===== config.mk =====
export PLATFORM = sky130hd
export DESIGN_NAME = line_follower_mode_controller
export DESIGN_NICKNAME = d
export VERILOG_FILES = /design/src/lfmc_pkg.sv /design/src/lfmc_tick.sv /design/src/line_follower_mode_controller.sv
export VERILOG_INCLUDE_DIRS = /design/src /design/src/src
export SDC_FILE = /design/constraint.sdc
export NUM_CORES = 1
export LEC_CHECK = 0
export ABC_AREA = 1
export BUFFER_PORTS_ARGS = -buffer_cell sky130_fd_sc_hd__clkbuf_2
export CELL_PAD_IN_SITES_DETAIL_PLACEMENT = 1
export CELL_PAD_IN_SITES_GLOBAL_PLACEMENT = 1
export CORE_AREA = 4 4 132 134
export DETAILED_ROUTE_END_ITERATION = 16
export DIE_AREA = 0 0 136 138
export PLACE_DENSITY_LB_ADDON = 0.3
export SYNTH_ARGS = -nofsm -noshare
export SYNTH_HDL_FRONTEND = slang
export SYNTH_SLANG_ARGS = --single-unit

===== constraint.sdc =====
create_clock -name clk -period 4 [get_ports clk]
set_clock_uncertainty 0.2 [all_clocks]
set_input_delay 0.2 -clock clk [delete_from_list [all_inputs] [get_ports clk]]
set_output_delay 0.2 -clock clk [all_outputs]
set_load 0.02 [all_outputs]

===== src/line_follower_mode_controller_assert.svh =====
// Assertion macros used by the line follower top level.
`ifndef LINE_FOLLOWER_MODE_CONTROLLER_ASSERT_SVH
`define LINE_FOLLOWER_MODE_CONTROLLER_ASSERT_SVH

// Same-cycle implication, sampled on clk, disabled while rst_n is low.
`define LFMC_ASSERT_SAME(label, pre, post) \
    label: assert property (@(posedge clk) disable iff (!rst_n) (pre) |-> (post)) \
        else $error("same-cycle check failed");

// Next-cycle implication, sampled on clk, disabled while rst_n is low.
`define LFMC_ASSERT_NEXT(label, pre, post) \
    label: assert property (@(posedge clk) disable iff (!rst_n) (pre) |=> (post)) \
        else $error("next-cycle check failed");

`endif


===== src/lfmc_pkg.sv =====
// Shared types and constants of the line follower mode controller.
package lfmc_pkg;

    localparam int SAMPLE_BITS    = 10;
    localparam int THRESH_BITS    = 10;
    localparam int SPEED_BITS     = 7;
    localparam int TICK_BITS      = 8;
    localparam int POWER_BITS     = 8;
    localparam int MODE_BITS      = 3;
    localparam int TURN_CNT_BITS  = TICK_BITS + 1;
    localparam int CFG_INDEX_BITS = 3;
    localparam int CFG_DATA_BITS  = 10;
    localparam int CMP_BITS       = (SAMPLE_BITS > THRESH_BITS) ? SAMPLE_BITS : THRESH_BITS;

    localparam logic [THRESH_BITS-1:0] DARK_LEVEL_RST   = THRESH_BITS'(500);
    localparam logic [THRESH_BITS-1:0] MATCH_MARGIN_RST = THRESH_BITS'(100);
    localparam logic [SPEED_BITS-1:0]  DRIVE_SPEED_RST  = SPEED_BITS'(35);
    localparam logic [TICK_BITS-1:0]   TURN_TICKS_RST   = TICK_BITS'(20);
    localparam logic [TICK_BITS-1:0]   BLINK_TICKS_RST  = TICK_BITS'(5);

    typedef enum logic [MODE_BITS-1:0] {
        MODE_SEARCH      = 3'd0,
        MODE_FOLLOW      = 3'd1,
        MODE_CHECK_LEFT  = 3'd2,
        MODE_CHECK_RIGHT = 3'd3,
        MODE_DONE        = 3'd4
    } mode_t;

    typedef enum logic [CFG_INDEX_BITS-1:0] {
        CFG_DARK_LEVEL   = 3'd0,
        CFG_MATCH_MARGIN = 3'd1,
        CFG_DRIVE_SPEED  = 3'd2,
        CFG_TURN_TICKS   = 3'd3,
        CFG_BLINK_TICKS  = 3'd4
    } cfg_index_t;

    typedef struct packed {
        logic [THRESH_BITS-1:0] dark_level;
        logic [THRESH_BITS-1:0] match_margin;
        logic [SPEED_BITS-1:0]  drive_speed;
        logic [TICK_BITS-1:0]   turn_ticks;
        logic [TICK_BITS-1:0]   blink_ticks;
    } cfg_t;

    typedef struct packed {
        mode_t                    mode;
        logic [TURN_CNT_BITS-1:0] turn_count;
        logic [TICK_BITS-1:0]     blink_count;
        logic                     led_on;
    } state_t;

    typedef struct packed {
        logic signed [POWER_BITS-1:0] left_power;
        logic signed [POWER_BITS-1:0] right_power;
        logic                         back_led;
        mode_t                        mode;
    } result_t;

endpackage


===== src/lfmc_tick.sv =====
// Single-pass tick logic: black detect, steering, mode and counter update.
module lfmc_tick
(
    input  lfmc_pkg::cfg_t                 cfg,
    input  lfmc_pkg::state_t               state,
    input  logic [lfmc_pkg::SAMPLE_BITS-1:0] left_sample,
    input  logic [lfmc_pkg::SAMPLE_BITS-1:0] right_sample,
    output lfmc_pkg::state_t               state_next,
    output lfmc_pkg::result_t              result
);

    logic [lfmc_pkg::CMP_BITS-1:0]        l_ext;
    logic [lfmc_pkg::CMP_BITS-1:0]        r_ext;
    logic [lfmc_pkg::CMP_BITS-1:0]        black_ext;
    logic [lfmc_pkg::CMP_BITS-1:0]        same_ext;
    logic [lfmc_pkg::CMP_BITS-1:0]        diff;
    logic                                 black;
    logic signed [lfmc_pkg::POWER_BITS-1:0] pwr_pos;
    logic signed [lfmc_pkg::POWER_BITS-1:0] pwr_neg;
    logic signed [lfmc_pkg::POWER_BITS-1:0] steer_left;
    logic signed [lfmc_pkg::POWER_BITS-1:0] steer_right;
    logic [lfmc_pkg::TURN_CNT_BITS-1:0]   limit_left;
    logic [lfmc_pkg::TURN_CNT_BITS-1:0]   limit_right;
    logic [lfmc_pkg::TICK_BITS-1:0]       limit_blink;
    logic [lfmc_pkg::TURN_CNT_BITS-1:0]   turn_inc;
    logic [lfmc_pkg::TICK_BITS-1:0]       blink_inc;

    assign l_ext     = lfmc_pkg::CMP_BITS'(left_sample);
    assign r_ext     = lfmc_pkg::CMP_BITS'(right_sample);
    assign black_ext = lfmc_pkg::CMP_BITS'(cfg.dark_level);
    assign same_ext  = lfmc_pkg::CMP_BITS'(cfg.match_margin);

    // A zero sample is invalid and never counts as black.
    assign black = (l_ext != '0) && (r_ext != '0) && ((l_ext < black_ext) || (r_ext < black_ext));
    assign diff  = (l_ext > r_ext) ? (l_ext - r_ext) : (r_ext - l_ext);

    assign pwr_pos = lfmc_pkg::POWER_BITS'(cfg.drive_speed);
    assign pwr_neg = -pwr_pos;

    // Bang-bang steering on the sensor difference.
    always_comb
    begin
        if (diff < same_ext)
        begin
            steer_left  = pwr_pos;
            steer_right = pwr_pos;
        end
        else if (l_ext < r_ext)
        begin
            steer_left  = pwr_neg;
            steer_right = pwr_pos;
        end
        else
        begin
            steer_left  = pwr_pos;
            steer_right = pwr_neg;
        end
    end

    // A zero tick count behaves as one.
    assign limit_left  = (cfg.turn_ticks == '0) ? lfmc_pkg::TURN_CNT_BITS'(1)
                                                : lfmc_pkg::TURN_CNT_BITS'(cfg.turn_ticks);
    assign limit_right = (cfg.turn_ticks == '0) ? lfmc_pkg::TURN_CNT_BITS'(1)
                                                : {cfg.turn_ticks, 1'b0};
    assign limit_blink = (cfg.blink_ticks == '0) ? lfmc_pkg::TICK_BITS'(1) : cfg.blink_ticks;
    assign turn_inc    = state.turn_count + lfmc_pkg::TURN_CNT_BITS'(1);
    assign blink_inc   = state.blink_count + lfmc_pkg::TICK_BITS'(1);

    // Next state.
    always_comb
    begin
        state_next = state;
        case (state.mode)
            lfmc_pkg::MODE_SEARCH:
            begin
                if (black)
                    state_next.mode = lfmc_pkg::MODE_FOLLOW;
            end
            lfmc_pkg::MODE_FOLLOW:
            begin
                if (!black)
                begin
                    state_next.mode       = lfmc_pkg::MODE_CHECK_LEFT;
                    state_next.turn_count = '0;
                end
            end
            lfmc_pkg::MODE_CHECK_LEFT:
            begin
                if (black)
                begin
                    state_next.mode       = lfmc_pkg::MODE_FOLLOW;
                    state_next.turn_count = '0;
                end
                else if (turn_inc >= limit_left)
                begin
                    state_next.mode       = lfmc_pkg::MODE_CHECK_RIGHT;
                    state_next.turn_count = '0;
                end
                else
                    state_next.turn_count = turn_inc;
            end
            lfmc_pkg::MODE_CHECK_RIGHT:
            begin
                if (black)
                begin
                    state_next.mode       = lfmc_pkg::MODE_FOLLOW;
                    state_next.turn_count = '0;
                end
                else if (turn_inc >= limit_right)
                begin
                    state_next.mode        = lfmc_pkg::MODE_DONE;
                    state_next.turn_count  = '0;
                    state_next.led_on      = 1'b1;
                    state_next.blink_count = '0;
                end
                else
                    state_next.turn_count = turn_inc;
            end
            lfmc_pkg::MODE_DONE:
            begin
                if (blink_inc >= limit_blink)
                begin
                    state_next.blink_count = '0;
                    state_next.led_on      = !state.led_on;
                end
                else
                    state_next.blink_count = blink_inc;
            end
            default:
            begin
                // Unused codes fall back to search, or to follow when black.
                state_next.mode = black ? lfmc_pkg::MODE_FOLLOW : lfmc_pkg::MODE_SEARCH;
            end
        endcase
    end

    // Motor powers.
    always_comb
    begin
        result.left_power  = '0;
        result.right_power = '0;
        case (state.mode)
            lfmc_pkg::MODE_FOLLOW:
            begin
                result.left_power  = steer_left;
                result.right_power = steer_right;
            end
            lfmc_pkg::MODE_CHECK_RIGHT:
            begin
                result.left_power  = black ? steer_left  : pwr_pos;
                result.right_power = black ? steer_right : pwr_neg;
            end
            lfmc_pkg::MODE_DONE:
            begin
                result.left_power  = '0;
                result.right_power = '0;
            end
            default:
            begin
                // Search, check left and unused codes spin left unless black.
                result.left_power  = black ? steer_left  : pwr_neg;
                result.right_power = black ? steer_right : pwr_pos;
            end
        endcase
        result.mode     = state_next.mode;
        result.back_led = (state_next.mode == lfmc_pkg::MODE_DONE) ? state_next.led_on : 1'b0;
    end

endmodule


===== src/line_follower_mode_controller.sv =====
// Top level of the two-sensor bang-bang line follower mode controller.
//
// Each input transaction is one control tick with a left and a right line-sensor
// sample; each tick yields exactly one result transaction with the two signed motor
// powers, the back LED bit and the mode after the tick. The block sustains one
// transaction per clock cycle while the output side is not stalled: a tick is
// captured in an input register, passes the single-pass tick logic (black detection,
// steering, mode and counter update) and lands in the result register, where the
// result is presented until the output side takes it. The input register keeps
// taking ticks while a result waits to be taken, so a stall on the output side only
// backs up once both registers hold a transaction. Configuration registers are
// written through cfg_we / cfg_idx / cfg_wdata; the user must write them only while
// no tick is in flight, which the block itself does not enforce. Writes to indexes
// beyond the register list are ignored. After reset the controller is in search
// mode with the documented register defaults.
module line_follower_mode_controller
(
    input  logic                                   clk,
    input  logic                                   rst_n,

    input  logic                                   cfg_we,
    input  logic [lfmc_pkg::CFG_INDEX_BITS-1:0]    cfg_idx,
    input  logic [lfmc_pkg::CFG_DATA_BITS-1:0]     cfg_wdata,

    input  logic                                   in_valid,
    output logic                                   in_ready,
    input  logic [lfmc_pkg::SAMPLE_BITS-1:0]       left_sample,
    input  logic [lfmc_pkg::SAMPLE_BITS-1:0]       right_sample,

    output logic                                   out_valid,
    input  logic                                   out_ready,
    output logic signed [lfmc_pkg::POWER_BITS-1:0] left_power,
    output logic signed [lfmc_pkg::POWER_BITS-1:0] right_power,
    output logic                                   back_led,
    output logic [lfmc_pkg::MODE_BITS-1:0]         mode
);

`include "line_follower_mode_controller_assert.svh"

    lfmc_pkg::cfg_t    cfg_reg;
    lfmc_pkg::state_t  state_reg;
    lfmc_pkg::state_t  state_next;
    lfmc_pkg::result_t result_reg;
    lfmc_pkg::result_t result_next;

    logic                             s1_valid_reg;
    logic                             s1_valid_next;
    logic [lfmc_pkg::SAMPLE_BITS-1:0] left_reg;
    logic [lfmc_pkg::SAMPLE_BITS-1:0] right_reg;
    logic                             out_valid_reg;
    logic                             out_valid_next;
    logic                             in_xfer;
    logic                             advance;

    // Configuration registers: write by index, ignore unknown indexes.
    always_ff @(posedge clk or negedge rst_n)
    begin
        if (!rst_n)
        begin
            cfg_reg.dark_level   <= lfmc_pkg::DARK_LEVEL_RST;
            cfg_reg.match_margin <= lfmc_pkg::MATCH_MARGIN_RST;
            cfg_reg.drive_speed  <= lfmc_pkg::DRIVE_SPEED_RST;
            cfg_reg.turn_ticks   <= lfmc_pkg::TURN_TICKS_RST;
            cfg_reg.blink_ticks  <= lfmc_pkg::BLINK_TICKS_RST;
        end
        else if (cfg_we)
        begin
            case (cfg_idx)
                lfmc_pkg::CFG_DARK_LEVEL:
                    cfg_reg.dark_level <= lfmc_pkg::THRESH_BITS'(cfg_wdata);
                lfmc_pkg::CFG_MATCH_MARGIN:
                    cfg_reg.match_margin <= lfmc_pkg::THRESH_BITS'(cfg_wdata);
                lfmc_pkg::CFG_DRIVE_SPEED:
                    cfg_reg.drive_speed <= lfmc_pkg::SPEED_BITS'(cfg_wdata);
                lfmc_pkg::CFG_TURN_TICKS:
                    cfg_reg.turn_ticks <= lfmc_pkg::TICK_BITS'(cfg_wdata);
                lfmc_pkg::CFG_BLINK_TICKS:
                    cfg_reg.blink_ticks <= lfmc_pkg::TICK_BITS'(cfg_wdata);
                default:
                    ;
            endcase
        end
    end

    // Handshake: advance the captured tick whenever the result register is free
    // or being drained this cycle; take a new tick whenever the input register
    // is free or advancing.
    assign advance        = s1_valid_reg && (!out_valid_reg || out_ready);
    assign in_ready       = !s1_valid_reg || advance;
    assign in_xfer        = in_valid && in_ready;
    assign s1_valid_next  = in_xfer || (s1_valid_reg && !advance);
    assign out_valid_next = advance || (out_valid_reg && !out_ready);

    always_ff @(posedge clk or negedge rst_n)
    begin
        if (!rst_n)
        begin
            s1_valid_reg  <= 1'b0;
            out_valid_reg <= 1'b0;
        end
        else
        begin
            s1_valid_reg  <= s1_valid_next;
            out_valid_reg <= out_valid_next;
        end
    end

    // Input register: hold samples until the tick advances.
    always_ff @(posedge clk)
    begin
        if (in_xfer)
        begin
            left_reg  <= left_sample;
            right_reg <= right_sample;
        end
    end

    lfmc_tick u_tick
    (
        .cfg          (cfg_reg),
        .state        (state_reg),
        .left_sample  (left_reg),
        .right_sample (right_reg),
        .state_next   (state_next),
        .result       (result_next)
    );

    // Controller state commits together with the result it produced.
    always_ff @(posedge clk or negedge rst_n)
    begin
        if (!rst_n)
        begin
            state_reg.mode        <= lfmc_pkg::MODE_SEARCH;
            state_reg.turn_count  <= '0;
            state_reg.blink_count <= '0;
            state_reg.led_on      <= 1'b0;
        end
        else if (advance)
            state_reg <= state_next;
    end

    always_ff @(posedge clk)
    begin
        if (advance)
            result_reg <= result_next;
    end

    assign out_valid   = out_valid_reg;
    assign left_power  = result_reg.left_power;
    assign right_power = result_reg.right_power;
    assign back_led    = result_reg.back_led;
    assign mode        = result_reg.mode;

    // A captured tick that cannot advance keeps its samples.
    `LFMC_ASSERT_NEXT(a_s1_hold, s1_valid_reg && !advance, s1_valid_reg && $stable(left_reg) && $stable(right_reg))
    // Every advancing tick produces a result.
    `LFMC_ASSERT_NEXT(a_result_after_advance, advance, out_valid_reg)
    // The shown mode always matches the committed controller state.
    `LFMC_ASSERT_SAME(a_mode_matches_state, out_valid_reg, result_reg.mode == state_reg.mode)
    // Done is final.
    `LFMC_ASSERT_NEXT(a_done_sticky, state_reg.mode == lfmc_pkg::MODE_DONE, state_reg.mode == lfmc_pkg::MODE_DONE)
    // Search leaves only toward follow.
    `LFMC_ASSERT_NEXT(a_search_exit, advance && state_reg.mode == lfmc_pkg::MODE_SEARCH, state_reg.mode == lfmc_pkg::MODE_SEARCH || state_reg.mode == lfmc_pkg::MODE_FOLLOW)

endmodule

==> out/metrics.cfg <==
[run_status]
outcome = finished clean

[synth]
synth_top_cell_by_area = dfrtp_1
synth_top_area_share_pct = 17.4
syn_nets = 1030
yosysSeqAreaShare_pct = 39.6
synthesis.area_sq_mm = 0.00717
synth_top_family_by_area = simple AND/OR/NAND/NOR gates
synth_compound_area_share_pct = 10.0
synth.area.top_cells = dfrtp_1, edfxtp_1, nand2_1, ha_1, inv_1
yosys.area_share.simple_pct = 24.4
synth_fa_ha_area_share_pct = 13.5
synth.area.mux_share_pct = 0.140
synth_cells = 916
synth_xor_area_share_pct = 2.93
avgSynthCellArea_sq_um = 7.83
netlist-cell-type-count = 40
synth_seq_cells = 105
yosysWarningCount = 0

[cells_and_area]
layout.nets = 1131
diodes = 0
multi_input_area_sq_mm = 0.00375
fill_cells = 2043
seq_area_sq_mm = 0.00284
final_area_sq_mm = 0.00847
final_cells = 1242
largest_reg_flops = 43
drive_gt1_share_pct = 14.1
area_growth_syn_to_layout_pct = 18.0

[global_routing]
grt_pass1_wl_um = 34800
grt_usage_pct = 23.2
grt_max_degree = 46
grt_antenna_before_repair = 0
overflow = 0
grt_pass1_vias = 6842

[route]
wl_um = 21400
dr.first_iter.drc_count = 323
top_layer = met4
wl_met2_um = 10700
dr.pass1.iters = 4
vias_per_cell = 5.19
ant_nets = 0
avgRoutedWirePerCell_um = 17.2
post-route-drc-count = 0
via_count = 6446
met1_length_um = 9410
wl_met3_um = 667

[clock_network]
cts.clk_slew.worst_paths_ns = 0.08
htreeDepth = 3
insertion_delay_ns = 0.36
cts_tree = built
cts_root_buf = clkbuf_16
numCtsBuffers = 9
cts_buffer_depth = 2
clock-sinks = 105

[floorplanning]
die_x_um = 136
core_area_sq_mm = 0.0163
pin_count = 60
num_rows = 47
dieHeight_um = 138
start_util_pct = 44.0
die_area_sq_mm = 0.0188

[flow_run]
drv_cap = 0

[power]
total_power_uw = 3850
p_leak_uw = 0.00434
irDropWorstVdd_v = 0.000235
pwr_density_cell_mw_per_mm2 = 455

[critical_path]
cp.arrival_ns = 3.81
required_ns = 3.92
path_class = reg2reg
start_kind = flip-flop
cp_max_fo = 10
cp-end-kind = flip-flop

[timing]
period_share_pct = 97.3
finalSetupViolCount = 0
fmax_mhz = 257
hold_viol = 0
tightest_slew_ns = 1.12
slew_headroom_pct = 25.6
holdWs_ns = 0.0253
drv_slew = 0
fin_crit_ns = 3.89

[place]
dp.cells = 1189
routabilityCongestion = 0.876
hpwl_um = 15500
portBuffers = 59
place_area_sq_mm = 0.00773

[min_path]
hp-class = in2reg

[synthesized netlist by cell type, drive strengths merged]
cell	count
nand2	261
inv	155
o21ai	75
ha	74
nand3	67
dfrtp	50
nor2	50
edfxtp	39
a21oi	34
xor2	20
dfstp	16
nand4	10
nor3	10
buf	9
clkbuf	7
nand3b	7
o211ai	6
a21o	5
o21bai	4
xnor2	4
o21a	3
fa	2
a21boi	1
a31oi	1
a41o	1
and3	1
clkinv	1
mux2i	1
nor4	1
or2	1
[cell type report]
type,count,share of cell area [%]
well taps,220,3.25
clock buffers,10,2.96
repair buffers,105,8.41
multi-input cells,640,44.3
clock inverters,6,0.562
flip-flops and latches,105,33.6
inverters,156,6.98
[layout by cell type (no fill, tap or decap), types with 2 or more instances in the layout]
| cell | instances |
|---|---|
| nor3_1 | 10 |
| nor2_1 | 45 |
| o21a_1 | 3 |
| nand2_4 | 5 |
| nand2_2 | 5 |
| dfrtp_1 | 50 |
| xnor2_1 | 4 |
| clkinv_2 | 2 |
| clkbuf_2 | 58 |
| inv_8 | 2 |
| xor2_1 | 20 |
| dfstp_2 | 16 |
| buf_4 | 18 |
| ha_1 | 70 |
| o21bai_1 | 4 |
| o21ai_0 | 67 |
| o211ai_2 | 2 |
| o211ai_1 | 4 |
| a21oi_1 | 33 |
| a21o_1 | 5 |
| dlygate4sd3_1 | 27 |
| nor2_2 | 2 |
| nand2_1 | 251 |
| nand3b_1 | 7 |
| clkbuf_16 | 10 |
| o21ai_1 | 7 |
| inv_2 | 3 |
| nor2_4 | 3 |
| edfxtp_1 | 39 |
| nand4_1 | 10 |
| nand3_2 | 2 |
| nand3_1 | 65 |
| inv_1 | 150 |
| ha_4 | 3 |
| inv_4 | 3 |
[what timing repair did]
item | in CTS | in global routing
endpoints found under the setup margin | 0 | 14
hold buffers | 27 | 0
resized for setup | 0 | 24
setup buffers | 0 | 9
hold endpoints to repair | 56 | 0
[worst paths after layout]
check	slack (ns)	to	cells past startpoint	start
setup reg to reg	0.11	left_power[4]$_DFFE_PP_	23	right_reg[0]$_DFFE_PP_
min in group asynchronous	0.39	cfg_reg[26]$_DFFE_PN0P_	2	rst_n
setup / recovery	0.11	left_power[4]$_DFFE_PP_	23	right_reg[0]$_DFFE_PP_
hold / removal	0.03	cfg_reg[38]$_DFFE_PN1P_	3	cfg_wdata[5]
max in group asynchronous	2.34	cfg_reg[2]$_DFFE_PN1P_	3	rst_n
hold reg to reg	0.29	cfg_reg[26]$_DFFE_PN0P_	2	cfg_reg[26]$_DFFE_PN0P_
[stage by stage]
stage / setup TNS [ns] / worst slack [ns] / util, %
4_1_cts: 0 / 0.0681 / 50.9
2_1_floorplan: 0 / 0.426 / -
6_report: 0 / 0.107 / 52.0
5_1_grt: -0.816 / -0.123 / 52.0
3_3_place_gp: 0 / 0.218 / 47.5
3_5_place_dp: 0 / 0.0803 / 47.5
[report_power, final]
| part | internal, uW | leakage [uW] | total, uW | switching [uW] |
|---|---|---|---|---|
| Combinational | 519 | 0.00300 | 1480 | 965 |
| Sequential | 1340 | 0.00120 | 1450 | 112 |
| Clock | 470 | 0.000152 | 919 | 449 |
| Total | 2330 | 0.00434 | 3850 | 1530 |
[cells by family (layout without fill, tap and decap cells)]
logic type | Yosys count | in the layout
buf+inv | 172 | 277
mux | 1 | 1
fa+ha+maj | 76 | 76
compound gates | 130 | 130
simple gates | 408 | 409
flops | 105 | 105
xor+xnor | 24 | 24
[layer usage]
metal / GRT usage [%] / vias to the layer above
met2: 39.7 / 112
met5: 0 / -
met4: 7.64 / 0
li1: - / 3162
met1: 30.1 / 3128
met3: 3.16 / 44
[worst max-delay path, cell delays in order, from the launching register on]
cell and delay [ns]:
edfxtp_1 0.43, ha_1 0.23, fa_2 0.37, o21ai_2 0.19
nand2_1 0.09, nand2_1 0.12, nand2_1 0.11, nand2_4 0.13
nand2_8 0.09, inv_4 0.07, nand2_1 0.07, nand2_1 0.07
nand2_1 0.05, nand2_1 0.06, inv_1 0.04, ha_1 0.29
nand2_1 0.10, nor2_2 0.14, nand2_1 0.07, o211ai_2 0.24
buf_6 0.15, nand2_4 0.09, o211ai_1 0.19, nand2_1 0.06
Power figures use the tool's default switching activity.
